### config.mk
export PLATFORM = sky130hd
export DESIGN_NAME = pscomp_queue
export DESIGN_NICKNAME = d
export VERILOG_FILES = /design/src/design/pscomp_pkg.sv /design/src/design/pscomp_queue.sv
export SDC_FILE = /design/constraint.sdc
export NUM_CORES = 1
export LEC_CHECK = 0
export ABC_CLOCK_PERIOD_IN_PS = 2900
export BUFFER_PORTS_ARGS = -buffer_cell sky130_fd_sc_hd__buf_2
export CAP_MARGIN = 5
export CORE_UTILIZATION = 45
export DETAILED_ROUTE_END_ITERATION = 6
export PLACE_DENSITY_LB_ADDON = 0.08
export REMOVE_ABC_BUFFERS = 1
export SETUP_SLACK_MARGIN = 0.02
export SYNTH_ARGS = -nofsm -noshare
export SYNTH_HDL_FRONTEND = slang
export SYNTH_SLANG_ARGS = --single-unit
### constraint.sdc
create_clock -name clk -period 2.9 [get_ports clk]
set_input_delay 0 -clock clk [delete_from_list [all_inputs] [get_ports clk]]
set_output_delay 0 -clock clk [all_outputs]
set_load 0.05 [all_outputs]
### src/design/pscomp_pkg.sv
// Shared types, constants and helpers for the pressure sensor compensation block.
`default_nettype none

package pscomp_pkg;

    localparam int RAW_W      = 24;
    localparam int CAL_W      = 16;
    localparam int DT_W       = 25;
    localparam int TEMP_OUT_W = 19;
    localparam int PRES_OUT_W = 23;
    localparam int ADDR_W     = 5;
    localparam int DATA_W     = 32;
    localparam int QUEUE_DEPTH_DEF = 2;

    localparam logic [CAL_W-1:0] SENS_RST     = 16'd46546;
    localparam logic [CAL_W-1:0] OFFSET_RST   = 16'd42845;
    localparam logic [CAL_W-1:0] TCS_RST      = 16'd29751;
    localparam logic [CAL_W-1:0] TCO_RST      = 16'd29457;
    localparam logic [CAL_W-1:0] TREF_RST     = 16'd32745;
    localparam logic [CAL_W-1:0] TEMPSENS_RST = 16'd29059;

    localparam logic signed [19:0] TEMP_MID  = 20'sd2000;
    localparam logic signed [19:0] TEMP_VLOW = -20'sd1500;

    localparam logic signed [20:0] TEMP_MAX = 21'sd262143;
    localparam logic signed [20:0] TEMP_MIN = -21'sd262144;
    localparam logic signed [63:0] PRES_MAX = 64'sd4194303;
    localparam logic signed [63:0] PRES_MIN = -64'sd4194304;

    typedef enum logic [2:0] {
        REG_SENS     = 3'd0,
        REG_OFFSET   = 3'd1,
        REG_TCS      = 3'd2,
        REG_TCO      = 3'd3,
        REG_TREF     = 3'd4,
        REG_TEMPSENS = 3'd5
    } reg_idx_t;

    typedef struct packed {
        logic [CAL_W-1:0] sens;
        logic [CAL_W-1:0] offset;
        logic [CAL_W-1:0] tcs;
        logic [CAL_W-1:0] tco;
        logic [CAL_W-1:0] tref;
        logic [CAL_W-1:0] tempsens;
    } cal_t;

    typedef struct packed {
        logic [RAW_W-1:0]       d1;
        logic signed [DT_W-1:0] dt;
    } entry_t;

    // signed divide by 2^k, truncating toward zero
    function automatic logic signed [63:0] sdiv_pow2(input logic signed [63:0] x,
                                                     input int unsigned k);
        logic signed [63:0] bias;
        bias = x[63] ? ((64'sd1 <<< k) - 64'sd1) : 64'sd0;
        return (x + bias) >>> k;
    endfunction

endpackage

`default_nettype wire

### src/design/pscomp_queue.sv
// Small FIFO between front end and datapath.
`default_nettype none

module pscomp_queue
    import pscomp_pkg::*;
#(
    parameter int DEPTH = QUEUE_DEPTH_DEF
)
(
    input  wire logic   clk,
    input  wire logic   rst_n,
    input  wire logic   push,
    input  wire entry_t push_data,
    input  wire logic   pop,
    output entry_t      pop_data,
    output logic        full,
    output logic        empty
);

    localparam int PTR_W = (DEPTH > 1) ? $clog2(DEPTH) : 1;
    localparam int CNT_W = $clog2(DEPTH + 1);

    entry_t             mem [DEPTH];
    logic [PTR_W-1:0]   wr_ptr_reg, rd_ptr_reg;
    logic [CNT_W-1:0]   count_reg;
    logic               do_push, do_pop;

    assign full     = (count_reg == CNT_W'(DEPTH));
    assign empty    = (count_reg == '0);
    assign do_push  = push && !full;
    assign do_pop   = pop && !empty;
    assign pop_data = mem[rd_ptr_reg];

    always_ff @(posedge clk or negedge rst_n)
    begin
        if (!rst_n)
        begin
            wr_ptr_reg <= '0;
            rd_ptr_reg <= '0;
            count_reg  <= '0;
        end
        else
        begin
            if (do_push)
                wr_ptr_reg <= (wr_ptr_reg == PTR_W'(DEPTH - 1)) ? '0 : wr_ptr_reg + 1'b1;
            if (do_pop)
                rd_ptr_reg <= (rd_ptr_reg == PTR_W'(DEPTH - 1)) ? '0 : rd_ptr_reg + 1'b1;
            count_reg <= count_reg + CNT_W'(do_push) - CNT_W'(do_pop);
        end
    end

    always_ff @(posedge clk)
    begin
        if (do_push)
            mem[wr_ptr_reg] <= push_data;
    end

endmodule

`default_nettype wire

==> metrics.md <==
| Metric | Value |
|---|---|
| Max VDD drop | `0.590 mV` |
| Drt first pass iters | `4` |
| RePlAce Congestion | `0.674` |
| Die area | `9250 µm²` |
| Drt via density | `4.57` |
| Met1 WL | `2680 µm` |
| Crit path kind | `flip-flop to output port` |
| # rows | `33` |
| TritonCTS Buffers | `9` |
| # IOs | `104` |
| Worst-path fanout max | `50` |
| Critical Path Start Type | `flip-flop` |
| Detailed Place HPWL | `3850 µm` |
| Port Buffers | `103` |
| Slew @ Worst Pin | `0.938 ns` |
| Worst-Skew Late Latency | `0.35 ns` |
| Max-cap violations | `0` |
| DP Cell Count | `376` |
| Sequential share of the synthesized area | `0.763` |
| Post-CTS sizing | `0` |
| Antenna Nets Post-Route | `0` |
| Synth top area share | `0.738` |
| Initial Utilization | `0.476` |
| Slew Viols, Final | `0` |
| Clock-pin slew on the worst setup and hold paths | `0.08 ns` |
| Area Growth Syn to Fin | `32.1%` |
| Synth area leaders | `edfxtp_1 74%, mux2_4 18%, buf_12 2.5%` |
| Final setup violation count | `0` |
| Post-Syn Area | `3990 µm²` |
| Critical path required time | `2.90 ns` |
| Core area | `8380 µm²` |
| Vias in the first global route | `2007` |
| Hold path start | `push` |
| CTS Root Cell | `clkbuf_8` |
| 1st-iter DRT viols | `47` |
| Non-Filler Instances | `442` |
| Relative slew margins | `0.375` |
| Die height | `96.2 µm` |
| Initial antenna violation count | `0` |
| Synth unique cells | `14` |
| Power per cell area | `1060 nW/µm²` |
| WL per Instance | `13.8 µm` |
| Die Width | `96.2 µm` |
| Worst Slack Setup Final | `0.893 ns` |
| Critical R2R Launch | `count_reg[1]` |
| Critical Path Start | `rd_ptr_reg` |
| Pin count of the biggest net entering global routing | `51` |
| N_diodes | `0` |
| H-tree levels | `3` |
| Mean Syn Cell Area | `23.3 µm²` |
| Share of layout cells above drive strength 1 | `0.510` |
| Pleak | `2.14 nW` |
| Aggregate global routing overflow | `0` |
| DR WL met3 | `293 µm` |
| Max reg flops | `98` |
| RSZ-0062 raised after global routing | `no` |
| Final hold violation count | `0` |
| Synthesis-stage register bit count | `102` |
| WL final | `6120 µm` |
| Tmin final | `2.01 ns` |
| Number of remaining DRC errors | `0` |
| F_max | `498 MHz` |
| DR top layer | `met4` |
| CTS sink cnt | `102` |
| Hold Slack | `0.0367 ns` |
| Arrival time worst endpoint | `2.01 ns` |
| Gate Count Post-Synth | `171` |
| Area leader, netlist | `edfxtp_1` |
| Fin nets | `389` |
| Overall Global Routing Usage | `0.142` |
| Clock buffer depth | `2` |
| Met2 routed WL | `3030 µm` |
| CTS tree | `yes` |
| Setup Total Neg Slack | `0 ns` |
| CP endpoint kind | `output port` |
| Pre-CTS setup slack | `1.25 ns` |
| Worst Skew | `0.00421 ns` |
| Run status | `complete, no violations` |
| First-pass GRT wire length | `9450 µm` |
| Synth warn | `0` |
| Min-delay worst type | `input pin to flip-flop` |
| Vias post-DR | `2018` |
| Period utilization | `0.692` |
## power by group
group	total [W]	switching [W]	internal (W)
Sequential	0.00229	0.000278	0.00201
Clock	0.000815	0.000427	0.000388
Combinational	0.00248	0.00159	0.000894
## placed cells by master, fill, tap and decap left out, drive strengths merged
cell and count:
buf 106, nor2 2, mux2 49, clkinvlp 2, xnor2 3, inv 2
nand2b 1, nor2b 1, xor2 1, edfxtp 98, bufinv 1, nand2 1
dfrtp 4, ha 2, and3 1, dlygate4sd3 52, clkbuf 10, clkinv 1
## Yosys cell counts
master / n
and3_1: 1
buf_12: 5
buf_6: 1
dfrtp_1: 4
edfxtp_1: 98
ha_1: 2
inv_1: 2
mux2_4: 49
nand2_1: 1
nand2b_1: 1
nor2_1: 2
nor2b_2: 1
xnor2_1: 3
xor2_1: 1
## repair_timing
action	CTS	global route
hold buffers	52	0
hold endpoints to repair	103	0
buffers inserted	0	0
## worst max-delay path: stages, from the launching register on
cell and delay [ns]:
dfrtp_4 1.06, mux2_4 0.36, buf_2 0.21
## area by class of cell
type | count | area [µm²]
tap | 105 | 131
multi-input combinational | 61 | 837
inverter | 2 | 7.51
clock inverter | 4 | 50.0
timing repair buffer | 158 | 1070
sequential | 102 | 3050
clock buffer | 10 | 128
fill | 631 | 3110
## final timing paths
kind / to / slack, ns / depth (start not counted)
max: pop_data[39] / 0.89 / 2
min: wr_ptr_reg / 0.04 / 3
max reg2reg: count_reg[1] / 1.35 / 7
min reg2reg: count_reg[1] / 0.51 / 1
max in group asynchronous: rd_ptr_reg / 2.16 / 3
min in group asynchronous: rd_ptr_reg / 0.54 / 3
## per-stage QoR
step                total power (W)  instance area [µm²]  utilization
CTS                         0.00566                 5270        0.629
detailed placement          0.00479                 4570        0.546
floorplan                   0.00432                 3880            -
finish                      0.00559                 5270        0.629
global placement            0.00478                 4570        0.546
global route                0.00584                 5270        0.629
## kinds of logic after synthesis
kind of cell / count (synthesis) / synth area share
flip-flops: 102 / 0.763
multiplexers: 49 / 0.184
buffers and inverters: 8 / 0.0298
AND/OR/NAND/NOR: 6 / 0.00816
XOR/XNOR: 4 / 0.00878
adder cells (fa/ha/maj): 2 / 0.00627
## layer usage
layer | vias to the layer above | global-route usage
met4 | 0 | 0.0821
met2 | 67 | 0.230
met1 | 949 | 0.176
met5 | - | 0
met3 | 10 | 0.0300
li1 | 992 | -
Note: power is estimated with default switching activity, not from simulation.
