## src/design/pscomp_pkg.sv

```systemverilog
// Shared types, constants and helpers for the pressure sensor compensation block.
`default_nettype none

package pscomp_pkg;

    localparam int RAW_W      = 24;
    localparam int CAL_W      = 16;
    localparam int DT_W       = 25;
    localparam int TEMP_OUT_W = 19;
    localparam int PRES_OUT_W = 23;
    localparam int ADDR_W     = 5;
    localparam int DATA_W     = 32;
    localparam int QUEUE_DEPTH_DEF = 2;

    localparam logic [CAL_W-1:0] SENS_RST     = 16'd46546;
    localparam logic [CAL_W-1:0] OFFSET_RST   = 16'd42845;
    localparam logic [CAL_W-1:0] TCS_RST      = 16'd29751;
    localparam logic [CAL_W-1:0] TCO_RST      = 16'd29457;
    localparam logic [CAL_W-1:0] TREF_RST     = 16'd32745;
    localparam logic [CAL_W-1:0] TEMPSENS_RST = 16'd29059;

    localparam logic signed [19:0] TEMP_MID  = 20'sd2000;
    localparam logic signed [19:0] TEMP_VLOW = -20'sd1500;

    localparam logic signed [20:0] TEMP_MAX = 21'sd262143;
    localparam logic signed [20:0] TEMP_MIN = -21'sd262144;
    localparam logic signed [63:0] PRES_MAX = 64'sd4194303;
    localparam logic signed [63:0] PRES_MIN = -64'sd4194304;

    typedef enum logic [2:0] {
        REG_SENS     = 3'd0,
        REG_OFFSET   = 3'd1,
        REG_TCS      = 3'd2,
        REG_TCO      = 3'd3,
        REG_TREF     = 3'd4,
        REG_TEMPSENS = 3'd5
    } reg_idx_t;

    typedef struct packed {
        logic [CAL_W-1:0] sens;
        logic [CAL_W-1:0] offset;
        logic [CAL_W-1:0] tcs;
        logic [CAL_W-1:0] tco;
        logic [CAL_W-1:0] tref;
        logic [CAL_W-1:0] tempsens;
    } cal_t;

    typedef struct packed {
        logic [RAW_W-1:0]       d1;
        logic signed [DT_W-1:0] dt;
    } entry_t;

    // signed divide by 2^k, truncating toward zero
    function automatic logic signed [63:0] sdiv_pow2(input logic signed [63:0] x,
                                                     input int unsigned k);
        logic signed [63:0] bias;
        bias = x[63] ? ((64'sd1 <<< k) - 64'sd1) : 64'sd0;
        return (x + bias) >>> k;
    endfunction

endpackage

`default_nettype wire

```

## src/design/pscomp_cfg.sv

```systemverilog
// APB calibration register file.
`default_nettype none

module pscomp_cfg
    import pscomp_pkg::*;
(
    input  wire logic              clk,
    input  wire logic              rst_n,
    input  wire logic              psel,
    input  wire logic              penable,
    input  wire logic              pwrite,
    input  wire logic [ADDR_W-1:0] paddr,
    input  wire logic [DATA_W-1:0] pwdata,
    output logic      [DATA_W-1:0] prdata,
    output logic                   pready,
    output cal_t                   cal
);

    cal_t     cal_reg;
    logic     wr_en;
    reg_idx_t idx;

    assign pready = 1'b1;
    assign wr_en  = psel && penable && pwrite;
    assign idx    = reg_idx_t'(paddr[ADDR_W-1:2]);
    assign cal    = cal_reg;

    always_ff @(posedge clk or negedge rst_n)
    begin
        if (!rst_n)
        begin
            cal_reg.sens     <= SENS_RST;
            cal_reg.offset   <= OFFSET_RST;
            cal_reg.tcs      <= TCS_RST;
            cal_reg.tco      <= TCO_RST;
            cal_reg.tref     <= TREF_RST;
            cal_reg.tempsens <= TEMPSENS_RST;
        end
        else if (wr_en)
        begin
            case (idx)
                REG_SENS:     cal_reg.sens     <= pwdata[CAL_W-1:0];
                REG_OFFSET:   cal_reg.offset   <= pwdata[CAL_W-1:0];
                REG_TCS:      cal_reg.tcs      <= pwdata[CAL_W-1:0];
                REG_TCO:      cal_reg.tco      <= pwdata[CAL_W-1:0];
                REG_TREF:     cal_reg.tref     <= pwdata[CAL_W-1:0];
                REG_TEMPSENS: cal_reg.tempsens <= pwdata[CAL_W-1:0];
                default:      ;
            endcase
        end
    end

    always_comb
    begin
        case (idx)
            REG_SENS:     prdata = {16'd0, cal_reg.sens};
            REG_OFFSET:   prdata = {16'd0, cal_reg.offset};
            REG_TCS:      prdata = {16'd0, cal_reg.tcs};
            REG_TCO:      prdata = {16'd0, cal_reg.tco};
            REG_TREF:     prdata = {16'd0, cal_reg.tref};
            REG_TEMPSENS: prdata = {16'd0, cal_reg.tempsens};
            default:      prdata = '0;
        endcase
    end

endmodule

`default_nettype wire

```

## config.mk

```make
export PLATFORM = sky130hd
export DESIGN_NAME = pscomp_cfg
export DESIGN_NICKNAME = d
export VERILOG_FILES = /design/src/design/pscomp_pkg.sv /design/src/design/pscomp_cfg.sv
export SDC_FILE = /design/constraint.sdc
export NUM_CORES = 1
export LEC_CHECK = 0
export BUFFER_PORTS_ARGS = -buffer_cell sky130_fd_sc_hd__buf_2
export CORE_AREA = 5 5 122 124
export DETAILED_ROUTE_END_ITERATION = 16
export DIE_AREA = 0 0 127 129
export HOLD_SLACK_MARGIN = 0.02
export PLACE_DENSITY = 0.62
export SLEW_MARGIN = 0
export SYNTH_ARGS = -nofsm -noshare
export SYNTH_HDL_FRONTEND = slang
export SYNTH_SLANG_ARGS = --single-unit
export TNS_END_PERCENT = 100
```

## constraint.sdc

```tcl
create_clock -name clk -period 1 [get_ports clk]
set_input_delay 0.05 -clock clk [delete_from_list [all_inputs] [get_ports clk]]
set_output_delay 0.05 -clock clk [all_outputs]
set_load 0.02 [all_outputs]
```

==> results.json <==
{
  "cts.reportedPaths.clkPinSlew_ps": 70,
  "holdPathEnd": "cal[27]",
  "drc": 0,
  "reg2reg_setup_slack_ps": -20,
  "failed_checks": "negative setup slack",
  "r2r_end": "cal[77]",
  "fin_hold_ws_ps": 24.6,
  "period_needed_ps": 1590,
  "die_area_um2": 16400,
  "fmax_mhz": 629,
  "die_y_um": 129,
  "grt_max_degree": 40,
  "rsz0062_at_grt": "yes",
  "setup_viol": 99,
  "cts-root-buf": "clkbuf_16",
  "synthToLayoutAreaGrowth_pct": 81.2,
  "finalCritPeriodShare": 1.59,
  "grt_pass1_wl_um": 24300,
  "track_usage": 0.193,
  "num_vias": 3882,
  "start_util": 0.342,
  "final_max_slew_viol_count": 0,
  "synth_cell_types": 31,
  "final_cell_mix": "178 x buf_6, 65 x buf_4, 60 x mux2_2, 54 x dfstp_2, 42 x mux2_4",
  "io_pins": 171,
  "avgRoutedWirePerCell_um": 19.8,
  "coreArea_um2": 13700,
  "yosys.area.top_type": "dfstp_2",
  "fin_ws_ps": -591,
  "dp_hpwl_um": 10800,
  "reg2reg_depth": 4,
  "p_per_area_nw_per_um2": 1930,
  "seq_area_frac_synth": 0.529,
  "preCtsSetupSlack_ps": -357,
  "grt_pass1_vias": 4296,
  "cts.htree.levels": 3,
  "cp-end-kind": "output pin",
  "portBuffers": 135,
  "ant_nets": 0,
  "insertion_delay_ps": 350,
  "critPathLaunchType": "flop",
  "crit_path_start": "cal[1]",
  "die_w_um": 127,
  "holdCritStartpoint": "pwdata[11]",
  "antenna_cells": 0,
  "antenna_found_initial": 0,
  "synthCells": 335,
  "outcome": "complete, but fails checks",
  "ir_worst_vdd_mv": 1.19,
  "finalHoldViolations": 0,
  "critPathKind": "reg -> out",
  "p_leak_nw": 3.92,
  "grt_overflow": 0,
  "via_per_inst": 4.77,
  "drive_gt1_frac": 0.787,
  "gp_congestion": 0.820,
  "cap_violations": 0,
  "cts.sinks": 96,
  "fin_skew_ps": 0,
  "yosysTopAreaCellShare": 0.304,
  "largest_reg_flops": 96,
  "worstPathMaxFanout": 2,
  "holdPathStages": 2,
  "cts_tree": "done",
  "cts_made_buffers": 9,
  "num_rows": 43,
  "nets": 670,
  "cts_max_path_buffers": 2,
  "r2r_start": "cal[77]",
  "layout_commonest_cell": "buf_6",
  "worst_ep_required_time_ps": 950,
  "drt_iter0_markers": 150,
  "first_pass_iters": 4,
  "worst_hold_path_type": "in -> reg",
  "ys_warn_count": 0,
  "fill_cells": 1022,
  "wl_um": 16100,
  "syn-mean-instance-area_um2": 13.9,
  "synth_area_leaders": "dfstp_2 30%, mux2_2 24%, dfrtp_1 23%",
  "crit_arrival_ps": 1540,
  "synth-seq-cells": 96,
  "netlist_area_um2": 4670
}
==> where the power goes <==
group | total [mW] | switching [mW] | internal (mW) | leakage, nW
clock | 3.58 | 1.51 | 2.07 | 0.148
sequential | 5.61 | 0.634 | 4.98 | 1.09
combinational | 7.13 | 3.00 | 4.14 | 2.68
total | 16.3 | 5.14 | 11.2 | 3.92
==> kinds of logic (layout without fill, tap and decap cells) <==
group / Yosys count / after routing / share of synthesized area
simple gates: 37 / 37 / 0.0520
compound gates: 28 / 28 / 0.0466
mux: 134 / 134 / 0.316
flops: 96 / 96 / 0.529
other cells: 2 / 17 / 0.00161
buf+inv: 38 / 321 / 0.0549
==> cell usage after synthesis <==
library cell and instances:
nor3_4 2, nor2b_1 1, o221ai_1 6, nand2b_1 2, or3_1 6, a21oi_1 2
a211oi_1 2, dfrtp_1 42, mux2_1 10, nor2_1 6, buf_4 24, buf_2 6
conb_1 2, nor2_2 1, o21ai_0 2, dfstp_2 54, a221oi_1 6, inv_1 1
nand3_1 2, nor2_4 3, mux2_2 98, nand4b_4 1, nand4_2 1, buf_6 2
clkbuf_2 1, clkbuf_1 4, mux2i_1 26, nand2_1 12, a221o_1 2, a31oi_1 6
a311o_1 2
==> worst max-delay path: stages (launching register included) <==
cell	delay, ps
dfstp_2	540
mux2i_1	70
a211oi_1	240
a311o_1	200
buf_6	130
==> metal layers <==
| metal | vias up | global-route usage | part of all wire |
|---|---|---|---|
| met5 | - | 0 | 0 |
| met4 | 0 | 0.0479 | 0.016 |
| met3 | 20 | 0.0602 | 0.061 |
| met2 | 122 | 0.335 | 0.51 |
| met1 | 1954 | 0.236 | 0.41 |
| li1 | 1786 | - | - |
==> area by class of cell <==
| cell class | count | area [um^2] | share of cell area |
|---|---|---|---|
| clock inverters | 5 | 55.1 | 0.00650 |
| well taps | 180 | 225 | 0.0266 |
| flip-flops and latches | 96 | 2480 | 0.293 |
| multi-input cells | 216 | 2390 | 0.282 |
| clock buffers | 11 | 253 | 0.0299 |
| repair buffers | 304 | 3060 | 0.362 |
| inverters | 1 | 3.75 | 0.000443 |
==> how the worst max path moves through the flow <==
stage	endpoint	slack [ps]	cells past startpoint
after floorplan	cal[89]	-330	5
after global placement	cal[80]	-350	5
after detailed placement	cal[82]	-360	5
after CTS	prdata[4]	-600	4
after global routing	prdata[1]	-670	4
final	prdata[1]	-590	4
==> per-stage QoR <==
| step | total power [mW] | instances | cell area, um^2 | TNS [ps] | util |
|---|---|---|---|---|---|
| after floorplan | 8.28 | 350 | 5100 | -18930 | - |
| after CTS | 15.9 | 786 | 8070 | -18140 | 0.591 |
| after global placement | 10.5 | 749 | 6720 | -29730 | 0.492 |
| after detailed placement | 10.7 | 749 | 6720 | -31130 | 0.492 |
| final | 16.3 | 813 | 8460 | -18000 | 0.619 |
| after global routing | 17.1 | 813 | 8460 | -22000 | 0.619 |
==> what timing repair did <==
action / CTS / global route
hold buffers: 13 / 1
pin swaps: 5 / 4
buffers inserted: 15 / 43
cloned: 0 / 2
hold endpoints to repair: 96 / 1
setup endpoints to repair: 96 / 117
resized for setup: 253 / 59
(Power assumes the default switching activity.)
