`src/design/pscomp_pkg.sv`:
```
// Shared types, constants and helpers for the pressure sensor compensation block.
`default_nettype none

package pscomp_pkg;

    localparam int RAW_W      = 24;
    localparam int CAL_W      = 16;
    localparam int DT_W       = 25;
    localparam int TEMP_OUT_W = 19;
    localparam int PRES_OUT_W = 23;
    localparam int ADDR_W     = 5;
    localparam int DATA_W     = 32;
    localparam int QUEUE_DEPTH_DEF = 2;

    localparam logic [CAL_W-1:0] SENS_RST     = 16'd46546;
    localparam logic [CAL_W-1:0] OFFSET_RST   = 16'd42845;
    localparam logic [CAL_W-1:0] TCS_RST      = 16'd29751;
    localparam logic [CAL_W-1:0] TCO_RST      = 16'd29457;
    localparam logic [CAL_W-1:0] TREF_RST     = 16'd32745;
    localparam logic [CAL_W-1:0] TEMPSENS_RST = 16'd29059;

    localparam logic signed [19:0] TEMP_MID  = 20'sd2000;
    localparam logic signed [19:0] TEMP_VLOW = -20'sd1500;

    localparam logic signed [20:0] TEMP_MAX = 21'sd262143;
    localparam logic signed [20:0] TEMP_MIN = -21'sd262144;
    localparam logic signed [63:0] PRES_MAX = 64'sd4194303;
    localparam logic signed [63:0] PRES_MIN = -64'sd4194304;

    typedef enum logic [2:0] {
        REG_SENS     = 3'd0,
        REG_OFFSET   = 3'd1,
        REG_TCS      = 3'd2,
        REG_TCO      = 3'd3,
        REG_TREF     = 3'd4,
        REG_TEMPSENS = 3'd5
    } reg_idx_t;

    typedef struct packed {
        logic [CAL_W-1:0] sens;
        logic [CAL_W-1:0] offset;
        logic [CAL_W-1:0] tcs;
        logic [CAL_W-1:0] tco;
        logic [CAL_W-1:0] tref;
        logic [CAL_W-1:0] tempsens;
    } cal_t;

    typedef struct packed {
        logic [RAW_W-1:0]       d1;
        logic signed [DT_W-1:0] dt;
    } entry_t;

    // signed divide by 2^k, truncating toward zero
    function automatic logic signed [63:0] sdiv_pow2(input logic signed [63:0] x,
                                                     input int unsigned k);
        logic signed [63:0] bias;
        bias = x[63] ? ((64'sd1 <<< k) - 64'sd1) : 64'sd0;
        return (x + bias) >>> k;
    endfunction

endpackage

`default_nettype wire

```
`src/design/pscomp_front.sv`:
```
// Front end: takes a transaction and forms dT against the reference temperature.
`default_nettype none

module pscomp_front
    import pscomp_pkg::*;
(
    input  wire logic             clk,
    input  wire logic             rst_n,
    input  wire logic             start,
    output logic                  busy,
    input  wire logic [RAW_W-1:0] raw_pressure,
    input  wire logic [RAW_W-1:0] raw_temperature,
    input  wire logic [CAL_W-1:0] cal_tref,
    input  wire logic             q_full,
    output logic                  push,
    output entry_t                push_data
);

    logic   valid_reg, valid_next;
    entry_t data_reg;
    logic   take;

    assign busy      = valid_reg && q_full;
    assign take      = start && !busy;
    assign push      = valid_reg && !q_full;
    assign push_data = data_reg;

    always_comb
    begin
        valid_next = valid_reg;
        if (take)
            valid_next = 1'b1;
        else if (push)
            valid_next = 1'b0;
    end

    always_ff @(posedge clk or negedge rst_n)
    begin
        if (!rst_n)
            valid_reg <= 1'b0;
        else
            valid_reg <= valid_next;
    end

    always_ff @(posedge clk)
    begin
        if (take)
        begin
            data_reg.d1 <= raw_pressure;
            data_reg.dt <= $signed({1'b0, raw_temperature})
                         - $signed({1'b0, cal_tref, 8'd0});
        end
    end

endmodule

`default_nettype wire

```
`config.mk`:
```
export PLATFORM = sky130hd
export DESIGN_NAME = pscomp_front
export DESIGN_NICKNAME = d
export VERILOG_FILES = /design/src/design/pscomp_pkg.sv /design/src/design/pscomp_front.sv
export SDC_FILE = /design/constraint.sdc
export NUM_CORES = 1
export LEC_CHECK = 0
export BUFFER_PORTS_ARGS = -buffer_cell sky130_fd_sc_hd__clkbuf_2
export CORE_ASPECT_RATIO = 0.75
export CORE_UTILIZATION = 42
export CTS_CLUSTER_SIZE = 14
export DETAILED_ROUTE_END_ITERATION = 7
export GPL_TIMING_DRIVEN = 0
export PLACE_DENSITY_LB_ADDON = 0.3
export SYNTH_ARGS = -nofsm -noshare
export SYNTH_HDL_FRONTEND = slang
export SYNTH_SLANG_ARGS = --single-unit
```
`constraint.sdc`:
```
create_clock -name clk -period 2.8 [get_ports clk]
set_input_delay 0.42 -clock clk [delete_from_list [all_inputs] [get_ports clk]]
set_output_delay 0.42 -clock clk [all_outputs]
set_load 0.01 [all_outputs]
```
==> impl_metrics.yaml, run 1 <==
run_status:
  status: "completed"
place:
  dp_hpwl_um: 4090
  pre_cts_ws_ps: 421
  dp.cells: 389
  io_buffers: 118
  gp_congestion: 0.767
yosys:
  synthTopCellsByArea: "edfxtp_1 (60%), ha_1 (8.1%), inv_1 (3.7%)"
  syn_nets: 280
  synth_edf_count: 49
  ys.warnings.count: 0
  yosys_most_used_dff: "edfxtp_1"
  yosys.area_share.simple: 0.0817
  async_flop_share: 0.0200
  yosys.area_share.adder: 0.0893
  synth_xor_area_frac: 0.0320
  synth_area_um2: 2470
  synthMuxAreaShare: 0.00406
  synth_top_area_cell: "edfxtp_1"
  ys_seq_elements: 50
  synth_compound_area_frac: 0.142
  synth_cell_types: 40
  synth.most_common_cell: "edfxtp_1"
  synth_top_family_by_area: "compound AO/OA/AOI/OAI gates"
  synthTopCellsByCount: "edfxtp_1 (49), inv_1 (24), a21oi_1 (16), ha_1 (16), nand2_1 (11)"
  syn_area_per_cell_um2: 12.6
  synth_seq_area_share: 0.607
  synth_cells: 195
  synth_top_area_frac: 0.597
detailed_routing:
  drt-wirelength-per-cell_um: 12.4
  firstDrtPassIters: 6
  vias: 1882
  wl_um: 4930
  drc: 0
  drt_iter0_drc: 63
  ant_nets: 0
  via_per_inst: 4.74
grt:
  grt_max_degree: 33
  grt_pass1_wl_um: 7810
  grt_pass1_vias: 1633
  antenna_found_initial: 0
  grt_usage: 0.163
  overflow: 0
timing:
  hold_viol: 0
  finalClockSkew_ps: 3.04
  layout_setup_ws_ps: 721
  slew_headroom: 0.648
  max_freq_mhz: 481
  setup_viol: 0
  final-max-slew-violation-count: 0
  layout_min_cycle_time_ps: 2080
  rsz0062_at_grt: "no"
  whs_ps: 305
  post-route-period-util: 0.743
  tightest_slew_ps: 526
critical_path:
  critPathArrivalTime_ps: 2140
  crit_chain: "clkbuf_2 > inv_1 > ha_1 > fa_1 > nor2b_4 > o31a_4 > o311ai_4 > nor2_1 > a311oi_1"
  critical_path_class: "primary input to register"
  reg2reg_slack_ps: 1210
  worstSetupStartpointType: "primary input"
  critPathTopFamily: "compound AO/OA/AOI/OAI gates"
  worst-path-stages: 9
  cp_slowest_cell: "a311oi_1"
  worstPathRequired_ps: 2860
  crit_buf_inv: 2
  r2r_cells: 3
  worstPathMaxFanout: 4
  worst_path_largest_cell_delay_ps: 350
  cp-end-kind: "register"
final_layout:
  largest_register_ffs: 49
  syn2layout_area_growth_pct: 33.4
  num-fill-cells: 485
  diodes: 0
  postLayoutCoreUtil: 0.599
  layoutNonFillerInstCount: 397
  drive_gt1_frac: 0.422
  fin_nets: 407
die:
  chipHeight_um: 68.4
  pin_count: 119
  row_count: 23
  start_util: 0.449
  die_w_um: 90.5
  coreArea_um2: 5500
  die-area_um2: 6190
clocking:
  cts_sinks: 50
  cts_tree: "yes"
  clock_path_buffers: 2
  path_clk_slew_ps: 80
  numCtsBuffers: 5
  insertion_delay_ps: 290
  ctsResizeCount: 0
  clock_tree.root_cell: "clkbuf_8"
  cts-htree-levels: 2
power_and_ir_drop:
  leakage_nw: 1.53
  vdd_ir_drop_max_uv: 220
  power_density_nw_per_um2: 528
min_path:
  whs_path_depth: 1
  hold_path_class: "primary input to register"
flow_run:
  drv_cap: 0
routing by layer:
metal / track usage / share of wire / vias to the layer above
met1: 0.221 / 0.46 / 820
met3: 0.0278 / 0.073 / 4
met5: 0 / 0 / -
met4: 0.0544 / 0.012 / 0
li1: - / - / 967
met2: 0.272 / 0.46 / 91
what timing repair did:
item	in CTS	in global routing
hold buffers	1	0
buffers inserted	0	0
endpoints found under the hold margin	1	0
setup endpoints to repair	0	0
worst paths after layout:
check | start | end
setup / recovery | raw_temperature[8] | push_data[20]$_DFFE_PP_
hold / removal | raw_pressure[8] | push_data[33]$_DFFE_PP_
setup reg to reg | valid_reg$_DFFE_PN0P_ | push_data[38]$_DFFE_PP_
hold reg to reg | valid_reg$_DFFE_PN0P_ | valid_reg$_DFFE_PN0P_
max in group asynchronous | rst_n | valid_reg$_DFFE_PN0P_
min in group asynchronous | rst_n | valid_reg$_DFFE_PN0P_
worst reg2reg max path, stage by stage (launching register included):
cell     delay, ps
dfrtp_1        370
and2_1         190
nor2b_4        460
buf_12         270
layout make-up:
type                            count  area (um2)  share of cell area
Sequential cell                    50        1500               0.455
Multi-Input combinational cell    117         868               0.264
Timing Repair Buffer              120         621               0.189
Tap cell                           75        93.8              0.0285
Inverter                           24        90.1              0.0274
Clock buffer                        5        68.8              0.0209
Clock inverter                      2        33.8              0.0103
Buffer                              4        18.8             0.00570
logic make-up after synthesis:
kind of cell               count (synthesis)
DFF                                       50
muxes                                      1
xor gates and xnor gates                   9
and+or+nand+nor                           41
buffers and inverters                     28
adders and majority gates                 17
AOI/OAI and AO/OA                         49
placed cells by master (no fill, tap or decap), types with 4 or more instances in the layout:
cell type  instances
nor2b_1            4
ha_1              16
inv_1             24
nand2_1           11
edfxtp_1          49
xor2_1             6
nor2_1            10
a21oi_1           16
o21ai_0            8
clkbuf_2         118
clkbuf_8           5
nand3_1            5
per-stage QoR:
stage          TNS (ps)  area [um2]  power (W)
2_1_floorplan         0        2470    0.00115
3_3_place_gp      -2100        3150    0.00128
3_5_place_dp          0        3180    0.00129
4_1_cts               0        3290    0.00176
5_1_grt               0        3290    0.00182
6_report              0        3290    0.00174
report_power, final:
| part | switching, W | internal [W] | leakage, nW | total (W) |
|---|---|---|---|---|
| Combinational | 0.000206 | 0.000162 | 1.00 | 0.000368 |
| Sequential | 0.0000129 | 0.000894 | 0.477 | 0.000907 |
| Clock | 0.000203 | 0.000258 | 0.0517 | 0.000461 |
Power figures use the tool's default switching activity.
==> inputs of run 2 (changes only) <==
==> constraint.sdc (replaced) <==
create_clock -name clk -period 1.9 [get_ports clk]
set_input_delay 0.285 -clock clk [delete_from_list [all_inputs] [get_ports clk]]
set_output_delay 0.285 -clock clk [all_outputs]
set_load 0.01 [all_outputs]
==> impl_metrics.yaml, run 2 (same netlist as run 1, synthesis figures left out) <==
critical_path:
  critical_path_class: "primary input to register"
  reg2reg_slack_ps: 360
  cp-startpoint: "raw_temperature[8]"
  worstPathRequired_ps: 1950
  cp-end-kind: "register"
  r2r_cells: 2
  worstSetupStartpointType: "primary input"
  worstPathMaxFanout: 4
  r2r-start: "valid_reg$_DFFE_PN0P_"
  reg2reg_to: "push_data[15]$_DFFE_PP_"
  endpoint: "push_data[22]$_DFFE_PP_"
  critPathArrivalTime_ps: 1940
final_layout:
  syn2layout_area_growth_pct: 34.9
  diodes: 0
  final-seq-area_um2: 1500
  final_cell_mix: "clkbuf_2 (118), edfxtp_1 (49), inv_1 (23), a21oi_1 (15), ha_1 (14)"
  num-fill-cells: 462
  postLayoutCoreUtil: 0.605
  multi_input_area_um2: 922
  drive_gt1_frac: 0.452
  final_common_cell: "clkbuf_2"
  largest_register_ffs: 49
  stdcell_area_um2: 3330
  layoutNonFillerInstCount: 400
  fin_nets: 409
clocking:
  clock_path_buffers: 2
  clock_tree.root_cell: "clkbuf_8"
  cts_tree: "yes"
  insertion_delay_ps: 300
  path_clk_slew_ps: 90
  cts-htree-levels: 2
  cts_sinks: 50
  numCtsBuffers: 5
timing:
  hold_viol: 0
  tightest_slew_ps: 668
  whs_ps: 152
  layout_min_cycle_time_ps: 1890
  slew_headroom: 0.554
  post-route-period-util: 0.993
  final-max-slew-violation-count: 0
  max_freq_mhz: 530
  finalClockSkew_ps: 6.08
  rsz0062_at_grt: "yes"
  setup_viol: 0
grt:
  overflow: 0
  antenna_found_initial: 0
  grt_max_degree: 26
  grt_usage: 0.168
  grt_pass1_vias: 1731
  grt_pass1_wl_um: 7940
min_path:
  hold_path_class: "primary input to register"
place:
  io_buffers: 118
  dpl_cell_area_um2: 3160
  gp_congestion: 0.787
  dp.cells: 388
  dp_hpwl_um: 3930
power_and_ir_drop:
  vdd_ir_drop_max_uv: 342
  p_total_w: 0.00249
  leakage_nw: 1.53
  power_density_nw_per_um2: 747
detailed_routing:
  firstDrtPassIters: 4
  vias: 1912
  ant_nets: 0
  via_per_inst: 4.78
  drc: 0
  drt_iter0_drc: 39
  drt-wirelength-per-cell_um: 12.5
  wl_um: 5000
die:
  die-area_um2: 6190
  coreArea_um2: 5500
  row_count: 23
  die_w_um: 90.5
  start_util: 0.449
  chipHeight_um: 68.4
  pin_count: 119
run_status:
  status: "completed"
flow_run:
  drv_cap: 0
## run 2: cell types whose count changed in the layout (fill, tap and decap cells not counted), sizes merged
cell | before | now
buf | 4 | 5
bufinv | 1 | 0
clkinv | 1 | 2
clkinvlp | 0 | 1
nor2b | 6 | 7
## run 2: how the worst min path moves through the flow
stage,depth (start not counted),start,endpoint
after floorplan,0,rst_n,valid_reg$_DFFE_PN0P_
after global placement,1,rst_n,valid_reg$_DFFE_PN0P_
after detailed placement,1,rst_n,valid_reg$_DFFE_PN0P_
after CTS,1,raw_temperature[1],push_data[1]$_DFFE_PP_
after global routing,1,raw_pressure[6],push_data[31]$_DFFE_PP_
final,1,raw_temperature[1],push_data[1]$_DFFE_PP_
## run 2: through the flow
| step | setup TNS (ps) | worst slack [ps] |
|---|---|---|
| after floorplan | -73.5 | -73.5 |
| after global placement | -6070 | -293 |
| after detailed placement | -6950 | -327 |
| after CTS | -21.3 | -21.3 |
| after global routing | -47.0 | -47.0 |
| final | 0 | 12.8 |
## run 2: metal layers
| metal | wire, um | share of wire | GRT usage |
|---|---|---|---|
| met1 | 2320 | 0.46 | 0.217 |
| met2 | 2310 | 0.46 | 0.286 |
| met3 | 302 | 0.060 | 0.0311 |
| met4 | 66 | 0.013 | 0.0645 |
| met5 | 0 | 0 | 0 |
## run 2: layout make-up
cell class | count | area share
Sequential cell | 50 | 0.450
Multi-Input combinational cell | 118 | 0.277
Timing Repair Buffer | 121 | 0.185
Tap cell | 75 | 0.0282
Inverter | 24 | 0.0271
Clock buffer | 5 | 0.0207
Clock inverter | 3 | 0.00639
Buffer | 4 | 0.00564
## run 2: worst max-delay path, cell delays in order
cell and delay, ps:
clkbuf_2 90, inv_2 50, ha_4 130, fa_2 230, nor2b_4 50, o31a_4 300, o311ai_4 400, nor2_2 80
a211o_1 320
## run 2: power breakdown
group	switching, W	total (W)	internal (W)
logic	0.000310	0.000556	0.000247
clock network	0.000333	0.000592	0.000259
registers	0.0000189	0.00134	0.00132
total	0.000662	0.00249	0.00182
## run 2: timing repair
action	4_1_cts	5_1_grt
setup buffers	0	2
pin swaps	0	5
resized for setup	1	6
hold buffers	1	0
setup endpoints to repair	50	3
hold endpoints to repair	1	0
cloned	1	0
==> inputs of run 3 (changes only) <==
--- a/config.mk
+++ b/config.mk
@@ -7,7 +7,8 @@
 export LEC_CHECK = 0
 export BUFFER_PORTS_ARGS = -buffer_cell sky130_fd_sc_hd__clkbuf_2
 export CORE_ASPECT_RATIO = 0.75
-export CORE_UTILIZATION = 42
+export CORE_UTILIZATION = 43
+export CTS_BUF_LIST = sky130_fd_sc_hd__clkbuf_4
 export CTS_CLUSTER_SIZE = 14
 export DETAILED_ROUTE_END_ITERATION = 7
 export GPL_TIMING_DRIVEN = 0
==> impl_metrics.yaml, run 3 (same netlist as run 1, synthesis figures left out) <==
run_status:
  status: "completed"
grt:
  overflow: 0
  grt_pass1_vias: 1618
  grt_usage: 0.169
  grt_pass1_wl_um: 7690
  grt_max_degree: 26
  antenna_found_initial: 0
clocking:
  path_clk_slew_ps: 130
  clock_path_buffers: 2
  cts_tree: "yes"
  cts_setup_buffers: 0
  cts-htree-levels: 2
  cts_sinks: 50
  clock_tree.root_cell: "clkbuf_4"
  numCtsBuffers: 5
  insertion_delay_ps: 350
timing:
  max_freq_mhz: 549
  post-route-period-util: 0.960
  slew_headroom: 0.536
  finalClockSkew_ps: 7.59
  whs_ps: 101
  tightest_slew_ps: 694
  final-max-slew-violation-count: 0
  setup_viol: 0
  hold_viol: 0
  rsz0062_at_grt: "no"
  layout_min_cycle_time_ps: 1820
power_and_ir_drop:
  clkPwrFrac: 0.274
  power_frac_seq: 0.515
  leakage_nw: 1.53
  combinationalPowerShare: 0.211
  vdd_ir_drop_max_uv: 329
  switching_share: 0.244
  power_density_nw_per_um2: 786
  switching_power_w: 0.000633
  internal_power_w: 0.00196
detailed_routing:
  drt_iter0_drc: 53
  vias: 1893
  drc: 0
  routed.top_layer: "met4"
  via_per_inst: 4.76
  dr_wl_met3_um: 462
  drt-wirelength-per-cell_um: 12.7
  wl_met1_um: 2160
  wl_met2_um: 2380
  wl_um: 5040
  ant_nets: 0
  firstDrtPassIters: 4
final_layout:
  drive_gt1_frac: 0.437
  layoutNonFillerInstCount: 398
  largest_register_ffs: 49
  final_common_cell: "clkbuf_2"
  fin_nets: 407
  syn2layout_area_growth_pct: 34.0
  num-fill-cells: 480
  final_cell_mix: "clkbuf_2 (118), edfxtp_1 (49), inv_1 (24), a21oi_1 (15), ha_1 (15)"
  diodes: 0
die:
  die-area_um2: 6050
  pin_count: 119
  start_util: 0.453
  coreArea_um2: 5440
  row_count: 23
  chipHeight_um: 67.6
  die_w_um: 89.4
place:
  io_buffers: 118
  dp.cells: 388
  gp_congestion: 0.777
  dp_hpwl_um: 3990
flow_run:
  drv_cap: 0
critical_path:
  worstSetupStartpointType: "primary input"
  crit_chain: "clkbuf_2 > inv_1 > ha_4 > fa_2 > nor2b_4 > o31a_4 > o311ai_4 > nor2_2 > a211o_1"
  worstPathRequired_ps: 2010
  critPathArrivalTime_ps: 1940
  critical_path_class: "primary input to register"
  cp-end-kind: "register"
  worstPathMaxFanout: 4
  worst_path_largest_cell_delay_ps: 370
  cp_slowest_cell: "o311ai_4"
  r2r_cells: 2
min_path:
  whs_path_depth: 1
  hold_path_class: "primary input to register"
[run 3: cell count changes in the layout (fill, tap and decap cells not counted), sizes merged]
cell	change
clkinv	-1
bufinv	+2
clkinvlp	-1
buf	-2
[run 3: area by class of cell]
class / instances / area [um2] / area share
clock inverters: 3 / 63.8 / 0.0193
flip-flops and latches: 50 / 1500 / 0.453
well taps: 75 / 93.8 / 0.0284
inverters: 24 / 90.1 / 0.0273
plain buffers: 4 / 18.8 / 0.00568
multi-input cells: 118 / 903 / 0.273
repair buffers: 119 / 601 / 0.182
clock buffers: 5 / 37.5 / 0.0114
[run 3: repair_timing]
action	in CTS	in global routing
endpoints found under the hold margin	1	0
resized for setup	0	4
hold buffers	1	0
cloned	1	0
setup endpoints to repair	49	27
pin swaps	0	3
[run 3: worst paths after layout]
kind / from / endpoint / slack (ps)
max in group asynchronous: rst_n / valid_reg$_DFFE_PN0P_ / 1600
max: raw_temperature[8] / push_data[22]$_DFFE_PP_ / 80
min reg2reg: valid_reg$_DFFE_PN0P_ / valid_reg$_DFFE_PN0P_ / 790
min: raw_pressure[9] / push_data[34]$_DFFE_PP_ / 100
max reg2reg: valid_reg$_DFFE_PN0P_ / push_data[9]$_DFFE_PP_ / 350
min in group asynchronous: rst_n / valid_reg$_DFFE_PN0P_ / 220
[run 3: layer usage]
| metal | global-route usage | up-vias |
|---|---|---|
| met3 | 0.0416 | 4 |
| met2 | 0.281 | 90 |
| li1 | - | 966 |
| met5 | 0 | - |
| met4 | 0.0556 | 0 |
| met1 | 0.219 | 833 |
[run 3: worst max-delay path: cells and delay by family]
kind / cells / cell delay [ps]
buffers and inverters: 2 / 160
AOI/OAI and AO/OA: 3 / 950
adders and majority gates: 2 / 400
and+or+nand+nor: 2 / 140
[run 3: metrics by stage]
stage | util | total power, W | setup TNS (ps) | worst slack (ps) | instance area [um2]
finish | 0.608 | 0.00260 | 0 | 76.9 | 3300
global route | 0.608 | 0.00273 | 0 | 0.186 | 3300
CTS | 0.604 | 0.00262 | 0 | 24.9 | 3280
detailed placement | 0.582 | 0.00190 | -6650 | -313 | 3160
global placement | 0.582 | 0.00189 | -5710 | -294 | 3160
floorplan | - | 0.00169 | -73.5 | -73.5 | 2480
[run 3: power groups by stage]
stage	combinational (W)	clock (W)	sequential [W]
2_1_floorplan	0.000288	0	0.00141
3_3_place_gp	0.000526	0	0.00136
3_5_place_dp	0.000538	0	0.00136
4_1_cts	0.000545	0.000733	0.00134
5_1_grt	0.000618	0.000767	0.00135
6_report	0.000549	0.000711	0.00134
